`src/rtl/gih_ram.sv`:
```
// generic single-port synchronous ram with registered read
// no dependencies
module gih_ram #(
  parameter int WIDTH = 16,
  parameter int DEPTH = 16
) (
  input  logic                     clk,
  input  logic                     we,
  input  logic [$clog2(DEPTH)-1:0] addr,
  input  logic [WIDTH-1:0]         wdata,
  output logic [WIDTH-1:0]         rdata
);

  logic [WIDTH-1:0] mem [DEPTH];

  // write and registered read
  always_ff @(posedge clk) begin
    if (we) begin
      mem[addr] <= wdata;
    end
    rdata <= mem[addr];
  end

endmodule

```
`config.mk`:
```
export PLATFORM = sky130hd
export DESIGN_NAME = gih_ram
export DESIGN_NICKNAME = d
export VERILOG_FILES = /design/src/rtl/gih_ram.sv
export SDC_FILE = /design/constraint.sdc
export NUM_CORES = 1
export LEC_CHECK = 0
export BUFFER_PORTS_ARGS = -buffer_cell sky130_fd_sc_hd__buf_2
export CAP_MARGIN = 20
export CELL_PAD_IN_SITES_DETAIL_PLACEMENT = 0
export CELL_PAD_IN_SITES_GLOBAL_PLACEMENT = 2
export CORE_MARGIN = 4
export CORE_UTILIZATION = 50
export DETAILED_ROUTE_END_ITERATION = 7
export GPL_TIMING_DRIVEN = 0
export PLACE_DENSITY = 0.77
export SKIP_CTS_REPAIR_TIMING = 1
export SLEW_MARGIN = 15
export SYNTH_ARGS = -nofsm -noshare
export SYNTH_HDL_FRONTEND = slang
export SYNTH_SLANG_ARGS = --single-unit
```
`constraint.sdc`:
```
create_clock -name clk -period 4.75 [get_ports clk]
set_clock_uncertainty 0.05 [all_clocks]
set_input_delay 0.95 -clock clk [delete_from_list [all_inputs] [get_ports clk]]
set_output_delay 0.95 -clock clk [all_outputs]
set_load 0.05 [all_outputs]
```
==> run_results.csv <==
group,metric,value,unit
setup_path,worst_setup_path_start_kind,"input pin",
timing,hold_viol,0,
power_and_ir_drop,cellLeakagePower,3.75,nW
finish,register_area,8010,sq um
logic_synthesis,synth_cell_type_count,18,
clock_network,cts-buffers-inserted,27,
logic_synthesis,synth_edf_count,256,
placement,io_buffers,35,
finish,drive_gt1_frac,0.323,
setup_path,slowest_delay,0.63,ns
run_status,status,"finished, final reports clean",
global_routing,overflow,0,
setup_path,r2r_cells,3,
setup_path,rr_endpoint,"rdata[14]$_DFF_P_",
timing,period_needed,2.66,ns
setup_path,path_buf_inv,3,
timing,worst_slew_pin_slew,0.884,ns
min_path,worstHoldStart,"mem[5][15]$_DFFE_PP_",
logic_synthesis,ys_seq_area_frac,0.799,
setup_path,cp.required,4.92,ns
floorplanning,die_h,150,um
logic_synthesis,syn_area,10000,sq um
detailed_routing,drtIter0Drc,446,
setup_path,reg2reg_from,"mem[11][14]$_DFFE_PP_",
timing,rsz0062_at_grt,"no",
clock_network,clk_latency,0.52,ns
detailed_routing,drt_wl_total,20.5,mm
timing,setup_tns,0,ns
timing,setup_slack,2.09,ns
detailed_routing,drc_errors,0,
finish,multiInputGateArea,1940,sq um
finish,fillers,1419,
clock_network,cts-root-buf,"clkbuf_16",
setup_path,critPathMaxFanout,10,
min_path,hold_path_class,"flip-flop to flip-flop",
logic_synthesis,syn_inst,434,
setup_path,cp-startpoint,"addr[1]",
timing,slew-limit-headroom,0.411,
placement,place_ws,1.54,ns
setup_path,crit_arrival,2.83,ns
placement,gp_congestion,0.724,
detailed_routing,drtAntennaViolNets,0,
logic_synthesis,synth_common_cells,"edfxtp_1, mux4_2, a22oi_1",
flow_run,max-cap-violations,0,
global_routing,grt_first_pass_wirelength,30.7,mm
floorplanning,start_util,0.512,
global_routing,antenna_found_initial,0,
clock_network,cts_tree,"done",
clock_network,clkSinkCount,272,
setup_path,worstSetupPathType,"input pin to flip-flop",
detailed_routing,drtPass1Iterations,4,
floorplanning,fp.dieW,150,um
logic_synthesis,yosys.area.top_type,"edfxtp_1",
min_path,hold_depth,3,
logic_synthesis,ys.warnings.count,0,
power_and_ir_drop,powerDensity,426,nW/um^2
setup_path,critPathCaptureType,"flip-flop",
placement,dpl.hpwl,13.1,mm
floorplanning,row_count,51,
timing,setup_viol,0,
clock_network,clockBufferDepth,3,
logic_synthesis,yosysTopAreaCellShare,0.767,
detailed_routing,vias,4684,
global_routing,grt_max_degree,17,
setup_path,slowest_stage,"nor2_2",
logic_synthesis,yosysMostFrequentCell,"edfxtp_1",
logic_synthesis,synth_ff_type,"edfxtp_1",
finish,synthToLayoutAreaGrowth,16.0,%
timing,drv_slew,0,
timing,fmax,0.376,GHz
logic_synthesis,ys_ff_latch,272,
logic_synthesis,synthTopCellsByArea,"edfxtp_1, mux4_2, dfxtp_1",
detailed_routing,viasPerCell,5.85,
global_routing,grt_pass1_vias,4905,
setup_path,critical_path.top_delay_family,"simple AND/OR/NAND/NOR gates",
floorplanning,die_area,22400,sq um
logic_synthesis,synthArstFlopShare,0,
setup_path,path_cells,"buf_2 -> clkbuf_1 -> nand2_1 -> nor2_2 -> buf_8",
finish,nNetsFinal,538,
global_routing,grt_usage,0.189,
logic_synthesis,syn_nets,456,
setup_path,reg2reg_slack,3.37,ns
clock_network,htree_levels,1,
logic_synthesis,avgSynthCellArea,23.1,sq um
timing,period_share,0.560,
min_path,min_to,"rdata[15]$_DFF_P_",
floorplanning,core_area,19600,sq um
floorplanning,io_pins,38,
finish,diodes,0,
detailed_routing,wl_per_cell,25.6,um
clock_network,clk_pin_slew,0.06,ns
power_and_ir_drop,vdd_ir_drop_max,0.000319,V
## layout by cell type (no fill, tap or decap)
master / count
buf_16: 1
clkbuf_1: 31
mux4_2: 62
a22oi_1: 32
nor3_2: 4
clkinvlp_4: 1
nand3_1: 1
nand2_1: 17
buf_6: 10
buf_8: 7
mux4_1: 2
nor2b_1: 2
and2_1: 1
buf_4: 7
dfxtp_1: 16
nor2_4: 2
clkinv_2: 1
edfxtp_1: 256
buf_2: 37
nor2_1: 1
clkbuf_8: 2
nand3b_1: 2
bufinv_16: 1
or3b_2: 1
nor2_2: 10
clkbuf_16: 27
nand2b_1: 2
## kinds of logic (layout without fill, tap and decap cells)
group,count (synthesis),in the layout,synth area share
AOI/OAI and AO/OA,32,32,0.0240
buffers and inverters,23,125,0.0134
DFF,272,272,0.799
muxes,64,64,0.145
and+or+nand+nor,43,43,0.0192
## worst reg2reg max path, cell delays in order, from the launching register on
cell      delay, ns
edfxtp_1       0.37
mux4_2         0.47
a22oi_1        0.20
nand2_1        0.15
## layout make-up
cell class,count,share of cell area
flip-flops and latches,272,0.689
multi-input cells,139,0.167
clock buffers,46,0.0660
repair buffers,53,0.0345
well taps,265,0.0285
plain buffers,23,0.0115
clock inverters,3,0.00366
## how the worst max path moves through the flow
| stage | to | slack, ns | cells past startpoint |
|---|---|---|---|
| floorplan | mem[0][0]$_DFFE_PP_ | 1.69 | 2 |
| global placement | mem[12][5]$_DFFE_PP_ | 0.29 | 3 |
| detailed placement | mem[7][7]$_DFFE_PP_ | 1.54 | 5 |
| CTS | mem[7][7]$_DFFE_PP_ | 2.08 | 5 |
| global route | mem[7][7]$_DFFE_PP_ | 1.98 | 5 |
| finish | mem[7][7]$_DFFE_PP_ | 2.09 | 5 |
## state kept, by name, indices dropped and copies added, names as in the netlist
signal,cells
mem,256
rdata,16
## power by group
group	leakage, nW	internal (mW)	switching (mW)
logic	0.914	0.105	0.198
clock network	0.385	1.14	0.817
registers	2.45	2.68	0.0127
total	3.75	3.93	1.03
## per-stage QoR
step	total power [mW]	instances	cell area (sq um)	hold WS, ns	utilization
after floorplan	2.94	434	10000	0.585	-
after global placement	3.03	734	10500	0.609	0.538
after detailed placement	3.05	752	10800	0.620	0.552
after CTS	5.00	801	11600	0.634	0.593
after global routing	5.12	801	11600	0.656	0.593
final	4.96	801	11600	0.629	0.593
## routing by layer
| layer | part of all wire | vias to the layer above | GRT usage |
|---|---|---|---|
| met5 | 0 | - | 0 |
| met4 | 0.024 | 0 | 0.0481 |
| met3 | 0.053 | 29 | 0.0291 |
| met2 | 0.50 | 163 | 0.310 |
| met1 | 0.43 | 2480 | 0.272 |
| li1 | - | 2012 | - |
(Power assumes the default switching activity.)
