$ cat config.mk
export PLATFORM = sky130hd
export DESIGN_NAME = gih_div
export DESIGN_NICKNAME = d
export VERILOG_FILES = /design/src/rtl/gih_pkg.sv /design/src/rtl/gih_div.sv
export SDC_FILE = /design/constraint.sdc
export NUM_CORES = 1
export LEC_CHECK = 0
export ABC_AREA = 0
export BUFFER_PORTS_ARGS = -buffer_cell sky130_fd_sc_hd__buf_2
export CORE_MARGIN = 3
export CORE_UTILIZATION = 30
export CTS_CLUSTER_SIZE = 28
export DETAILED_ROUTE_END_ITERATION = 12
export PLACE_DENSITY = 0.54
export SLEW_MARGIN = 20
export SYNTH_ARGS = -nofsm -noshare
export SYNTH_HDL_FRONTEND = slang
export SYNTH_SLANG_ARGS = --single-unit
$ cat constraint.sdc
create_clock -name clk -period 3.1 [get_ports clk]
set_input_delay 0.62 -clock clk [delete_from_list [all_inputs] [get_ports clk]]
set_output_delay 0.62 -clock clk [all_outputs]
set_load 0.02 [all_outputs]
$ cat src/rtl/gih_pkg.sv
// package for the gamepad input history block
// commands, states, field widths, defaults and divider control; no dependencies
package gih_pkg;

  localparam int HISTORY_DEPTH_DEF = 16;
  localparam int NUM_AXES_DEF      = 8;
  localparam int NUM_BUTTONS_DEF   = 64;
  localparam int BTN_W             = 6;
  localparam int AXID_W            = 3;
  localparam int SAMPLE_W          = 16;
  localparam int BACK_W            = 4;
  localparam int MASK_W            = 64;

  typedef enum logic [2:0] {
    CMD_PRESS   = 3'd0,
    CMD_RELEASE = 3'd1,
    CMD_TICK    = 3'd2,
    CMD_AXWR    = 3'd3,
    CMD_BTNQ    = 3'd4,
    CMD_AXQ     = 3'd5,
    CMD_CAL     = 3'd6,
    CMD_NONE    = 3'd7
  } cmd_t;

  typedef enum logic [3:0] {
    ST_IDLE,
    ST_RD,
    ST_EDGE,
    ST_BQ,
    ST_TICK_RD,
    ST_TICK_WR,
    ST_AQ_RD,
    ST_AQ_CALC,
    ST_DIV,
    ST_DONE,
    ST_OUT
  } state_t;

  // divider control between top level and divider
  typedef struct packed {
    logic start;
    logic busy;
    logic done;
  } div_ctl_t;

endpackage

$ cat src/rtl/gih_div.sv
// restoring serial divider, one quotient bit per cycle, unsigned operands
// uses gih_pkg for the control struct
module gih_div (
  input  logic             clk,
  input  logic             rst_n,
  input  logic             start,
  input  logic [31:0]      dividend,
  input  logic [16:0]      divisor,
  output gih_pkg::div_ctl_t ctl,
  output logic [31:0]      quotient
);

  logic [31:0] q_r, q_nxt;
  logic [17:0] rem_r, rem_nxt;
  logic [5:0]  cnt_r, cnt_nxt;
  logic        busy_r, busy_nxt, done_r, done_nxt;
  logic [17:0] trial;

  // load on start, else one shift and subtract step while busy
  always_comb begin
    q_nxt    = q_r;
    rem_nxt  = rem_r;
    cnt_nxt  = cnt_r;
    busy_nxt = busy_r;
    done_nxt = 1'b0;
    trial    = {rem_r[16:0], q_r[31]};
    if (start) begin
      q_nxt    = dividend;
      rem_nxt  = '0;
      cnt_nxt  = 6'd32;
      busy_nxt = 1'b1;
    end else if (busy_r) begin
      if (trial >= {1'b0, divisor}) begin
        rem_nxt = trial - {1'b0, divisor};
        q_nxt   = {q_r[30:0], 1'b1};
      end else begin
        rem_nxt = trial;
        q_nxt   = {q_r[30:0], 1'b0};
      end
      cnt_nxt = cnt_r - 6'd1;
      if (cnt_r == 6'd1) begin
        busy_nxt = 1'b0;
        done_nxt = 1'b1;
      end
    end
  end

  always_ff @(posedge clk) begin
    if (!rst_n) begin
      busy_r <= 1'b0;
      done_r <= 1'b0;
      cnt_r  <= '0;
    end else begin
      busy_r <= busy_nxt;
      done_r <= done_nxt;
      cnt_r  <= cnt_nxt;
    end
    q_r   <= q_nxt;
    rem_r <= rem_nxt;
  end

  assign ctl.start = start;
  assign ctl.busy  = busy_r;
  assign ctl.done  = done_r;
  assign quotient  = q_r;

endmodule

==> results of run 1 <==
-- state kept, by name, indices dropped and copies added, names as in the netlist --
name and cells:
quotient 32, done_r 1, rem_r 17, busy_r 1, cnt_r 6
-- layer usage --
metal,wire length [um],global-route usage,vias to the layer above
met5,0,0,-
met4,74,0.0411,0
met3,325,0.0404,4
met2,3870,0.225,46
met1,3510,0.155,1211
li1,-,-,1302
-- power by group --
group	internal (W)	switching, W	leakage [nW]	total (W)
registers	0.000881	0.0000464	0.527	0.000927
logic	0.000228	0.000293	1.15	0.000521
clock network	0.000531	0.000316	0.114	0.000846
-- area by class of cell --
type	instances	area (um^2)
fillers	1071	6410
multi-input cells	213	1640
flip-flops and latches	57	1460
repair buffers	94	490
well taps	136	170
clock buffers	10	128
clock inverters	6	106
inverters	25	93.8
-- tightest hold or removal path, cell delays in order, from the launching register on --
cell	delay (ns)
dfxtp_1	0.33
nand2_1	0.06
a21oi_1	0.06
-- kinds of logic (layout without fill, tap and decap cells) --
group | count (synthesis) | after routing | synth area share
buf+inv | 39 | 135 | 0.0581
compound gates | 70 | 70 | 0.153
flops | 57 | 57 | 0.443
fa+ha+maj | 20 | 20 | 0.0782
mux | 37 | 37 | 0.124
simple gates | 69 | 69 | 0.0979
xor+xnor | 17 | 17 | 0.0452
-- how the worst min path moves through the flow --
stage	start	end	slack, ns	cells past startpoint
finish	cnt_r[0]$_SDFFE_PP0P_	cnt_r[0]$_SDFFE_PP0P_	0.49	2
global route	cnt_r[1]$_SDFFE_PP0P_	cnt_r[1]$_SDFFE_PP0P_	0.52	2
CTS	cnt_r[0]$_SDFFE_PP0P_	cnt_r[0]$_SDFFE_PP0P_	0.49	2
detailed placement	cnt_r[0]$_SDFFE_PP0P_	cnt_r[0]$_SDFFE_PP0P_	0.48	2
global placement	cnt_r[0]$_SDFFE_PP0P_	cnt_r[0]$_SDFFE_PP0P_	0.47	2
floorplan	cnt_r[0]$_SDFFE_PP0P_	cnt_r[0]$_SDFFE_PP0P_	0.45	2
-- through the flow --
| step | setup WS (ns) | hold WS, ns | power [W] | instance area [um^2] |
|---|---|---|---|---|
| 6_report | 0.323 | 0.489 | 0.00229 | 4090 |
| 3_5_place_dp | 0.141 | 0.483 | 0.00147 | 3860 |
| 4_1_cts | 0.301 | 0.492 | 0.00233 | 4090 |
| 3_3_place_gp | 0.190 | 0.467 | 0.00146 | 3860 |
| 5_1_grt | 0.0767 | 0.520 | 0.00242 | 4090 |
| 2_1_floorplan | 0.327 | 0.454 | 0.00132 | 3300 |
-- Yosys cell counts, types with 3 or more instances --
master,number
a211oi_1,12
mux2_2,32
mux2i_1,5
nand2b_1,5
dfxtp_1,25
nor3_1,5
nand2_1,12
inv_1,25
o21ai_1,3
o31ai_1,3
xnor2_1,9
buf_4,7
ha_1,19
a32oi_1,3
nor2_1,31
a21o_1,3
o21a_1,5
a21oi_1,18
edfxtp_1,32
clkbuf_1,3
xor2_1,8
o21ai_0,7
nand3_1,3
==> key figures, run 1 <==
Synthesis
  • FFs w/ async S/R, synth: 0
  • Synth cell types: 49
  • Average cell area after synthesis: 10.7 um^2
  • Mapped Area: 3300 um^2
  • Area contributors post-synth: edfxtp_1 (29%), dfxtp_1 (15%), mux2_2 (11%)
  • Yosys warning count: 0
  • Leading area contributor after synthesis: edfxtp_1
  • Syn_nets: ~380
  • Top FF cell, synth: edfxtp_1
  • Synthesized flop and latch total: 57
  • Sequential-to-total area share from yosys stat: 0.443
  • Share of the synthesized area in the top cell type: 0.291
  • Post-synth EDFFs: 32
  • Post-Syn Instances: roughly 300

Pwr
  • Leakage power: approximately 1.8 nW
  • Pwr/cell area: approximately 560 nW/um^2
  • Peak supply drop: 0.219 mV

Final layout
  • Most frequent cells in the layout: buf_2 (86), mux2_2 (32), edfxtp_1 (32), nor2_1 (31)
  • Final core occ: 0.390
  • Total Nets Final: 472
  • Layout cell share with drive strength beyond 1: 0.373
  • Area grow syn2layout: 24.2%
  • Finished Layout Cells: between 500 and 600
  • Diode count: 0
  • Most common cell after layout, fill and taps aside: buf_2

CTS
  • H-tree levels: 3
  • CTS tree: yes
  • CTS sink count: 57
  • # Post-CTS Setup Buffers: 0
  • Root Buffer Master: clkbuf_8
  • Clock transition at the registers of the reported paths: about 0.070 ns
  • Num CTS Buffers: 9
  • Worst skew pair latency: 0.33 ns
  • # resized after CTS: 0
  • Bufs on Longest Clock Path: 2
  • # hold bufs at CTS: 0

Route
  • Post-Route WL: just under 8000 um
  • Via count: between 2000 and 3000
  • DR DRC count: 0
  • Routed Antenna Nets: 0
  • DR WL/cell: between 10 and 15 um
  • DR iter-0 viols: between 90 and 100
  • Drt pass-1 iters: 4
  • Vias per std cell: ~4.7

Global routing
  • First-pass GRT wire length: 13000 um
  • Initial antenna violation count: 0
  • Vias in the first global route: between 2000 and 3000
  • Maximum number of pins on one net before global-route repair: 33
  • Total grt overflow: 0
  • GRT Total Usage: 0.131

STA
  • Slew @ Worst Pin: around 0.51 ns
  • Fin Setup TNS: 0 ns
  • Worst rel slew slack: 0.657
  • Final setup fails: 0
  • Final Skew: approximately 0.010 ns
  • Min cycle time layout: 2.78 ns
  • RSZ-0062 raised after global routing: false
  • FMAX: 0.360 GHz
  • Fin crit share: 0.896
  • Hold Vio Cnt, Final: 0
  • Pins Over Slew Limit: 0

Floorplan
  • Core Region: between 10000 and 15000 um^2
  • Die Ht: between 100 and 150 um
  • Die W: ~110 um
  • Starting Density: 0.314
  • Die ar.: approximately 12000 um^2
  • FP Rows: 37
  • Total I/O pin count: 87

Setup path
  • Crit path launch: quotient[31]$_DFFE_PP_
  • Crit Path Class: reg2reg
  • Slowest stage cell, crit path: edfxtp_1
  • WP buf/inv: 3
  • CP endpoint kind: register
  • Cell mode on critical path: inv_1
  • Crit path DAT: 3.00 ns
  • RR Startpoint: quotient[31]$_DFFE_PP_
  • Worst path depth: 12
  • Critical Path End: rem_r[16]$_SDFFE_PP0P_
  • Critical Path, Cell by Cell: inv_1 > ha_1 > inv_1 > fa_1 > a21o_1 > a221oi_2 > o221ai_2 > a21oi_2 > buf_4 > or4_1 > mux2i_1 > a2111oi_2
  • Worst path required time: between 3 and 4 ns
  • Top Family by Delay on Critical Path: compound AO/OA/AOI/OAI gates
  • Worst Path Max Fanout: 13
  • Reg2reg path depth: 12
  • R2r setup slk: approximately 0.32 ns
  • CP peak stage delay: 0.44 ns
  • Startpoint types: register
  • Worst r2r dst: rem_r[16]$_SDFFE_PP0P_

Placement
  • I/O Buffers: 86
  • Placed cells: between 500 and 600
  • GPL Wtd Cong: 0.790
  • Final HPWL DP: 5800 um

Run status
  • Status: completed

Worst hold path
  • Worst Hold Class: reg2reg

Flow run
  • Max-cap violations: 0
Power figures use the tool's default switching activity.
==> run 2: changes to the inputs <==
--- a/config.mk
+++ b/config.mk
@@ -11,6 +11,7 @@
 export CORE_UTILIZATION = 30
 export CTS_CLUSTER_SIZE = 28
 export DETAILED_ROUTE_END_ITERATION = 12
+export GPL_TIMING_DRIVEN = 0
 export PLACE_DENSITY = 0.54
 export SLEW_MARGIN = 20
 export SYNTH_ARGS = -nofsm -noshare
==> run 2 against run 1 <==
Clock power down 28%. Count of clock-buffer cells in the layout is 1 lower. Core utilization down 0.14 points. Hold slack worse by 0.0072 ns. Wire length down 0.13%. Critical path depth unchanged. Final cell count rose by 1.1%. Total power shrank 9.6%. Non-clock buffer count increased by 6. Clock skew rose by 0.0050 ns. Design area is 0.37% lower. Global-route usage barely moved. Critical endpoint is now rem_r[5]$_SDFFE_PP0P_.
==> key figures, run 2 (same netlist as run 1, synthesis figures left out) <==
Setup path
  • Critical Path, Cell by Cell: inv_1 > ha_1 > inv_1 > fa_1 > a21o_1 > a221oi_4 > o221ai_2 > a21oi_2 > buf_6 > buf_4 > a21oi_1 > a211oi_1
  • Worst path required time: 3.34 ns (about the same)
  • Startpoint types: register
  • Worst Path Max Fanout: 10 (-3)
  • Cell mode on critical path: inv_1
  • Slowest stage cell, crit path: edfxtp_1
  • Crit path DAT: 3.13 ns (+0.13 ns)
  • CP peak stage delay: 0.42 ns (-0.02 ns)
  • CP endpoint kind: register
  • Crit Path Class: reg2reg

STA
  • Min cycle time layout: 2.89 ns (+0.111 ns)
  • Worst rel slew slack: 0.532 (-0.125)
  • Slew @ Worst Pin: 0.702 ns (+0.188 ns)
  • RSZ-0062 raised after global routing: false
  • Hold Vio Cnt, Final: 0 (unchanged)
  • Final Skew: 0.0153 ns (+0.00496 ns)
  • Final setup fails: 0 (unchanged)
  • Fin crit share: 0.932 (+0.0359)
  • Hold slack: 0.481 ns (-0.00716 ns)
  • Pins Over Slew Limit: 0 (unchanged)
  • FMAX: 0.346 GHz (-3.9%)

Floorplan
  • Total I/O pin count: 87 (unchanged)
  • Die Ht: 111 um (unchanged)
  • FP Rows: 37 (unchanged)
  • Core Region: 10500 um^2 (unchanged)
  • Die ar.: 12300 um^2 (unchanged)
  • Die W: 111 um (unchanged)
  • Starting Density: 0.314 (unchanged)

CTS
  • Num CTS Buffers: 9 (unchanged)
  • CTS tree: yes
  • H-tree levels: 3 (unchanged)
  • # Post-CTS Setup Buffers: 0 (unchanged)
  • Root Buffer Master: clkbuf_8
  • CTS sink count: 57 (unchanged)
  • Bufs on Longest Clock Path: 2 (unchanged)
  • Clock transition at the registers of the reported paths: 0.07 ns (about the same)
  • Worst skew pair latency: 0.34 ns (about the same)

Placement
  • Placed cells: 531 (+1.1%)
  • Final HPWL DP: 5890 um (+1.6%)
  • Placed cell area: 3900 um^2 (+0.97%)
  • I/O Buffers: 86 (unchanged)
  • GPL Wtd Cong: 0.826 (+4.6%)

Final layout
  • Largest register FFs: 32 (unchanged)
  • Most common cell after layout, fill and taps aside: buf_2
  • Area grow syn2layout: 23.7%
  • Diode count: 0 (unchanged)
  • Final instance area: 4080 um^2 (-0.37%)
  • Total Nets Final: 478 (+1.3%)
  • Final core occ: 0.388 (-0.00143)
  • Finished Layout Cells: 547 (+1.1%)
  • Layout cell share with drive strength beyond 1: 0.375 (+0.00186)
  • Most frequent cells in the layout: buf_2 (86), mux2_2 (32), edfxtp_1 (32), nor2_1 (31), dfxtp_1 (25)
  • Number of fill cells: 1069 (-0.19%)

Route
  • DR WL/cell: 14.2 um (-1.2%)
  • Via count: 2535 (-1.1%)
  • Routed Antenna Nets: 0 (unchanged)
  • Drt pass-1 iters: 4 (unchanged)
  • Post-Route WL: 7780 um (-0.13%)
  • Vias per std cell: 4.63 (-2.2%)
  • DR iter-0 viols: 147 (+48%)
  • DR DRC count: 0 (unchanged)

Global routing
  • First-pass GRT wire length: 13300 um (+2.0%)
  • GRT Total Usage: 0.131 (+0.000269)
  • Vias in the first global route: 2660 (+0.64%)
  • Total grt overflow: 0 (unchanged)
  • Maximum number of pins on one net before global-route repair: 33 (unchanged)
  • Initial antenna violation count: 0 (unchanged)

Pwr
  • Final Total Pwr: 0.00207 W (-9.6%)
  • Pwr/cell area: 508 nW/um^2 (-9.3%)
  • Leakage power: 1.78 nW (-0.80%)
  • Peak supply drop: 0.280 mV (+28%)

Flow run
  • Max-cap violations: 0 (unchanged)

Worst hold path
  • Worst Hold Class: reg2reg

Run status
  • Status: completed
==> run 2: cell types whose count changed in the layout (fill, tap and decap cells not counted), sizes merged <==
cell,change
buf,+3
clkbuf,+2
bufinv,-3
clkinvlp,+1
clkinv,+2
inv,+1
==> run 2: final timing paths <==
kind / depth (start not counted) / slack, ns / to / startpoint
setup reg to reg: 12 / 0.21 / rem_r[5]$_SDFFE_PP0P_ / quotient[31]$_DFFE_PP_
hold reg to reg: 2 / 0.48 / cnt_r[0]$_SDFFE_PP0P_ / cnt_r[0]$_SDFFE_PP0P_
hold / removal: 2 / 0.48 / cnt_r[0]$_SDFFE_PP0P_ / cnt_r[0]$_SDFFE_PP0P_
setup / recovery: 12 / 0.21 / rem_r[5]$_SDFFE_PP0P_ / quotient[31]$_DFFE_PP_
==> run 2: repair_timing <==
| item | in CTS | in global routing |
|---|---|---|
| hold buffers | 0 | 0 |
| resized for setup | 0 | 1 |
| setup endpoints to repair | 0 | 7 |
==> run 2: layout make-up <==
class / count / area (um^2) / share of cell area
Tap cell: 136 / 170 / 0.0417
Buffer: 14 / 97.6 / 0.0239
Clock buffer: 9 / 124 / 0.0304
Inverter: 25 / 93.8 / 0.0230
Timing Repair Buffer: 86 / 430 / 0.106
Clock inverter: 7 / 46.3 / 0.0113
Multi-Input combinational cell: 213 / 1660 / 0.406
Sequential cell: 57 / 1460 / 0.358
==> run 2: worst max-delay path: cells and delay by family, from the launching register on <==
kind / cells / cell delay [ns]
buffers and inverters: 4 / 0.51
AO/OA/AOI/OAI: 6 / 1.31
adder cells (fa/ha/maj): 2 / 0.56
flip-flops: 1 / 0.42
==> run 2: power breakdown <==
group	switching [W]	leakage, nW	internal [W]
clock network	0.000323	0.0830	0.000288
registers	0.0000425	0.527	0.000881
logic	0.000305	1.17	0.000235
total	0.000670	1.78	0.00140
==> run 2: routing by layer <==
| metal | up-vias | wire (um) | GRT usage |
|---|---|---|---|
| li1 | 1313 | - | - |
| met4 | 0 | 92 | 0.0419 |
| met1 | 1168 | 3810 | 0.176 |
| met3 | 7 | 292 | 0.0333 |
| met5 | - | 0 | 0 |
| met2 | 47 | 3590 | 0.206 |
==> run 2: stage by stage <==
stage / setup WS, ns / setup TNS [ns]
after floorplan: 0.327 / 0
after global placement: -0.0337 / -0.134
after detailed placement: -0.0644 / -0.421
after CTS: 0.124 / 0
after global routing: 0.00646 / 0
final: 0.212 / 0
==> run 3: changes to the inputs <==
--- a/config.mk
+++ b/config.mk
@@ -13,6 +13,7 @@
 export DETAILED_ROUTE_END_ITERATION = 12
 export GPL_TIMING_DRIVEN = 0
 export PLACE_DENSITY = 0.54
+export RECOVER_POWER = 50
 export SLEW_MARGIN = 20
 export SYNTH_ARGS = -nofsm -noshare
 export SYNTH_HDL_FRONTEND = slang
==> run 3 against run 2 <==
Design area decreased by 0.89%. Largest cell class unchanged. Final cell count unchanged. Global-route usage unchanged. Via count increased by 0.28%. Sequential share of layout area increased by 0.32 points. Highest routed layer unchanged. Register-to-register slack about the same. Sequential cell count unchanged. Count of clock-buffer cells in the layout unchanged. Die area unchanged.
==> key figures, run 3 (same netlist as run 1, synthesis figures left out) <==
Setup path
  • Worst r2r dst: rem_r[5]$_SDFFE_PP0P_
  • RR Startpoint: quotient[31]$_DFFE_PP_
  • Crit Path Class: reg2reg
  • R2r setup slk: 0.21 ns (about the same)
  • Worst Path Max Fanout: 10 (unchanged)
  • Crit path DAT: 3.13 ns (about the same)
  • Startpoint types: register
  • Reg2reg path depth: 12 (unchanged)
  • CP endpoint kind: register
  • Worst path required time: 3.34 ns (about the same)

Placement
  • GPL Wtd Cong: 0.826 (unchanged)
  • I/O Buffers: 86 (unchanged)
  • Final HPWL DP: 5890 um (unchanged)
  • Placed cells: 531 (unchanged)

Final layout
  • Most frequent cells in the layout: buf_2 (63), mux2_2 (32), edfxtp_1 (32), nor2_1 (31), clkbuf_1 (30)
  • Register area: 1460 um^2 (unchanged)
  • Number of fill cells: 1089 (+1.9%)
  • Most common cell after layout, fill and taps aside: buf_2
  • Layout cell share with drive strength beyond 1: 0.314 (-0.0608)
  • Finished Layout Cells: 547 (unchanged)
  • Largest register FFs: 32 (unchanged)
  • Area of the multi-input gates: 1660 um^2 (unchanged)
  • Total Nets Final: 478 (unchanged)
  • Area grow syn2layout: 22.6%
  • Diode count: 0 (unchanged)

Route
  • Vias per std cell: 4.65 (+0.28%)
  • DR DRC count: 0 (unchanged)
  • DR iter-0 viols: 119 (-19%)
  • Routed Antenna Nets: 0 (unchanged)
  • DR WL/cell: 14.2 um (-0.32%)
  • Via count: 2542 (+0.28%)
  • Post-Route WL: 7750 um (-0.32%)
  • Drt pass-1 iters: 4 (unchanged)

Flow run
  • Max-cap violations: 0 (unchanged)

STA
  • Worst rel slew slack: 0.533 (+0.000944)
  • Final setup fails: 0 (unchanged)
  • Hold Vio Cnt, Final: 0 (unchanged)
  • Hold slack: 0.481 ns (+0.0000600 ns)
  • RSZ-0062 raised after global routing: false
  • Final Skew: 0.0155 ns (+0.000152 ns)
  • Slew @ Worst Pin: 0.700 ns (-0.00141 ns)
  • FMAX: 0.347 GHz (about the same)
  • Pins Over Slew Limit: 0 (unchanged)
  • Min cycle time layout: 2.89 ns (-0.00229 ns)
  • Fin crit share: 0.931 (about the same)

Floorplan
  • Die W: 111 um (unchanged)
  • Total I/O pin count: 87 (unchanged)
  • Core Region: 10500 um^2 (unchanged)
  • Die ar.: 12300 um^2 (unchanged)
  • Starting Density: 0.314 (unchanged)
  • FP Rows: 37 (unchanged)
  • Die Ht: 111 um (unchanged)

Global routing
  • First-pass GRT wire length: 13300 um (unchanged)
  • Total grt overflow: 0 (unchanged)
  • GRT Total Usage: 0.131 (unchanged)
  • Vias in the first global route: 2660 (unchanged)
  • Maximum number of pins on one net before global-route repair: 33 (unchanged)
  • Initial antenna violation count: 0 (unchanged)

Pwr
  • Peak supply drop: 0.279 mV (-0.37%)
  • Leakage power: 1.71 nW (-4.1%)
  • Pwr/cell area: 511 nW/um^2 (+0.52%)

CTS
  • CTS tree: yes
  • CTS sink count: 57 (unchanged)
  • Num CTS Buffers: 9 (unchanged)
  • Bufs on Longest Clock Path: 2 (unchanged)
  • Worst skew pair latency: 0.34 ns (about the same)
  • # hold bufs at CTS: 0 (unchanged)
  • H-tree levels: 3 (unchanged)
  • Root Buffer Master: clkbuf_8
  • Clock transition at the registers of the reported paths: 0.07 ns (about the same)

Worst hold path
  • Hold Path Sink: cnt_r[0]$_SDFFE_PP0P_
  • Worst Hold Class: reg2reg
  • Hold path cells: 2 (unchanged)
  • Min-delay src: cnt_r[0]$_SDFFE_PP0P_

Run status
  • Status: completed
run 3: cell count changes in the layout (fill, tap and decap cells not counted), sizes merged:
| cell | change |
|---|---|
| clkbuf | +27 |
| buf | -27 |
run 3: worst max-delay path, stage by stage (launching register included):
cell and delay, ns:
edfxtp_1 0.42, inv_1 0.08, ha_1 0.16, inv_1 0.05, fa_1 0.40, a21o_1 0.24
a221oi_4 0.30, o221ai_2 0.21, a21oi_2 0.23, buf_6 0.17, buf_4 0.20, a21oi_1 0.09
a211oi_1 0.24
run 3: timing repair:
action                                  CTS  global route
setup buffers                             0             0
resized for setup                         0             1
endpoints found under the setup margin    0             7
run 3: area by class of cell:
type,instances,area share
multi-input cells,213,0.409
clock buffers,9,0.0306
repair buffers,86,0.0993
well taps,136,0.0421
flip-flops and latches,57,0.361
plain buffers,14,0.0223
clock inverters,7,0.0115
inverters,25,0.0232
run 3: stage by stage:
| step | area (um^2) | TNS (ns) | total power [W] | worst slack (ns) | util |
|---|---|---|---|---|---|
| 3_3_place_gp | 3900 | -0.134 | 0.00147 | -0.0337 | 0.371 |
| 2_1_floorplan | 3300 | 0 | 0.00132 | 0.327 | - |
| 3_5_place_dp | 3900 | -0.421 | 0.00147 | -0.0644 | 0.371 |
| 4_1_cts | 4070 | 0 | 0.00209 | 0.124 | 0.387 |
| 5_1_grt | 4040 | 0 | 0.00219 | 0.00647 | 0.385 |
| 6_report | 4040 | 0 | 0.00207 | 0.214 | 0.385 |
run 3: worst max-delay path by stage:
| stage | startpoint | end | slack, ns | cells past startpoint |
|---|---|---|---|---|
| 2_1_floorplan | divisor[0] | rem_r[7]$_SDFFE_PP0P_ | 0.33 | 11 |
| 3_3_place_gp | divisor[0] | rem_r[7]$_SDFFE_PP0P_ | -0.03 | 12 |
| 3_5_place_dp | divisor[0] | rem_r[5]$_SDFFE_PP0P_ | -0.06 | 12 |
| 4_1_cts | quotient[31]$_DFFE_PP_ | rem_r[4]$_SDFFE_PP0P_ | 0.12 | 12 |
| 5_1_grt | quotient[31]$_DFFE_PP_ | rem_r[12]$_SDFFE_PP0P_ | 0.006 | 12 |
| 6_report | quotient[31]$_DFFE_PP_ | rem_r[5]$_SDFFE_PP0P_ | 0.21 | 12 |
run 3: metal layers:
metal | part of all wire | up-vias | wire length (um) | track usage
met4 | 0.012 | 0 | 92 | 0.0419
li1 | - | 1312 | - | -
met1 | 0.49 | 1179 | 3820 | 0.176
met2 | 0.46 | 45 | 3570 | 0.206
met3 | 0.034 | 6 | 264 | 0.0333
met5 | 0 | - | 0 | 0
run 3: power breakdown:
part	internal, W	switching, W
logic	0.000225	0.000305
registers	0.000881	0.0000433
clock network	0.000288	0.000323
total	0.00139	0.000671
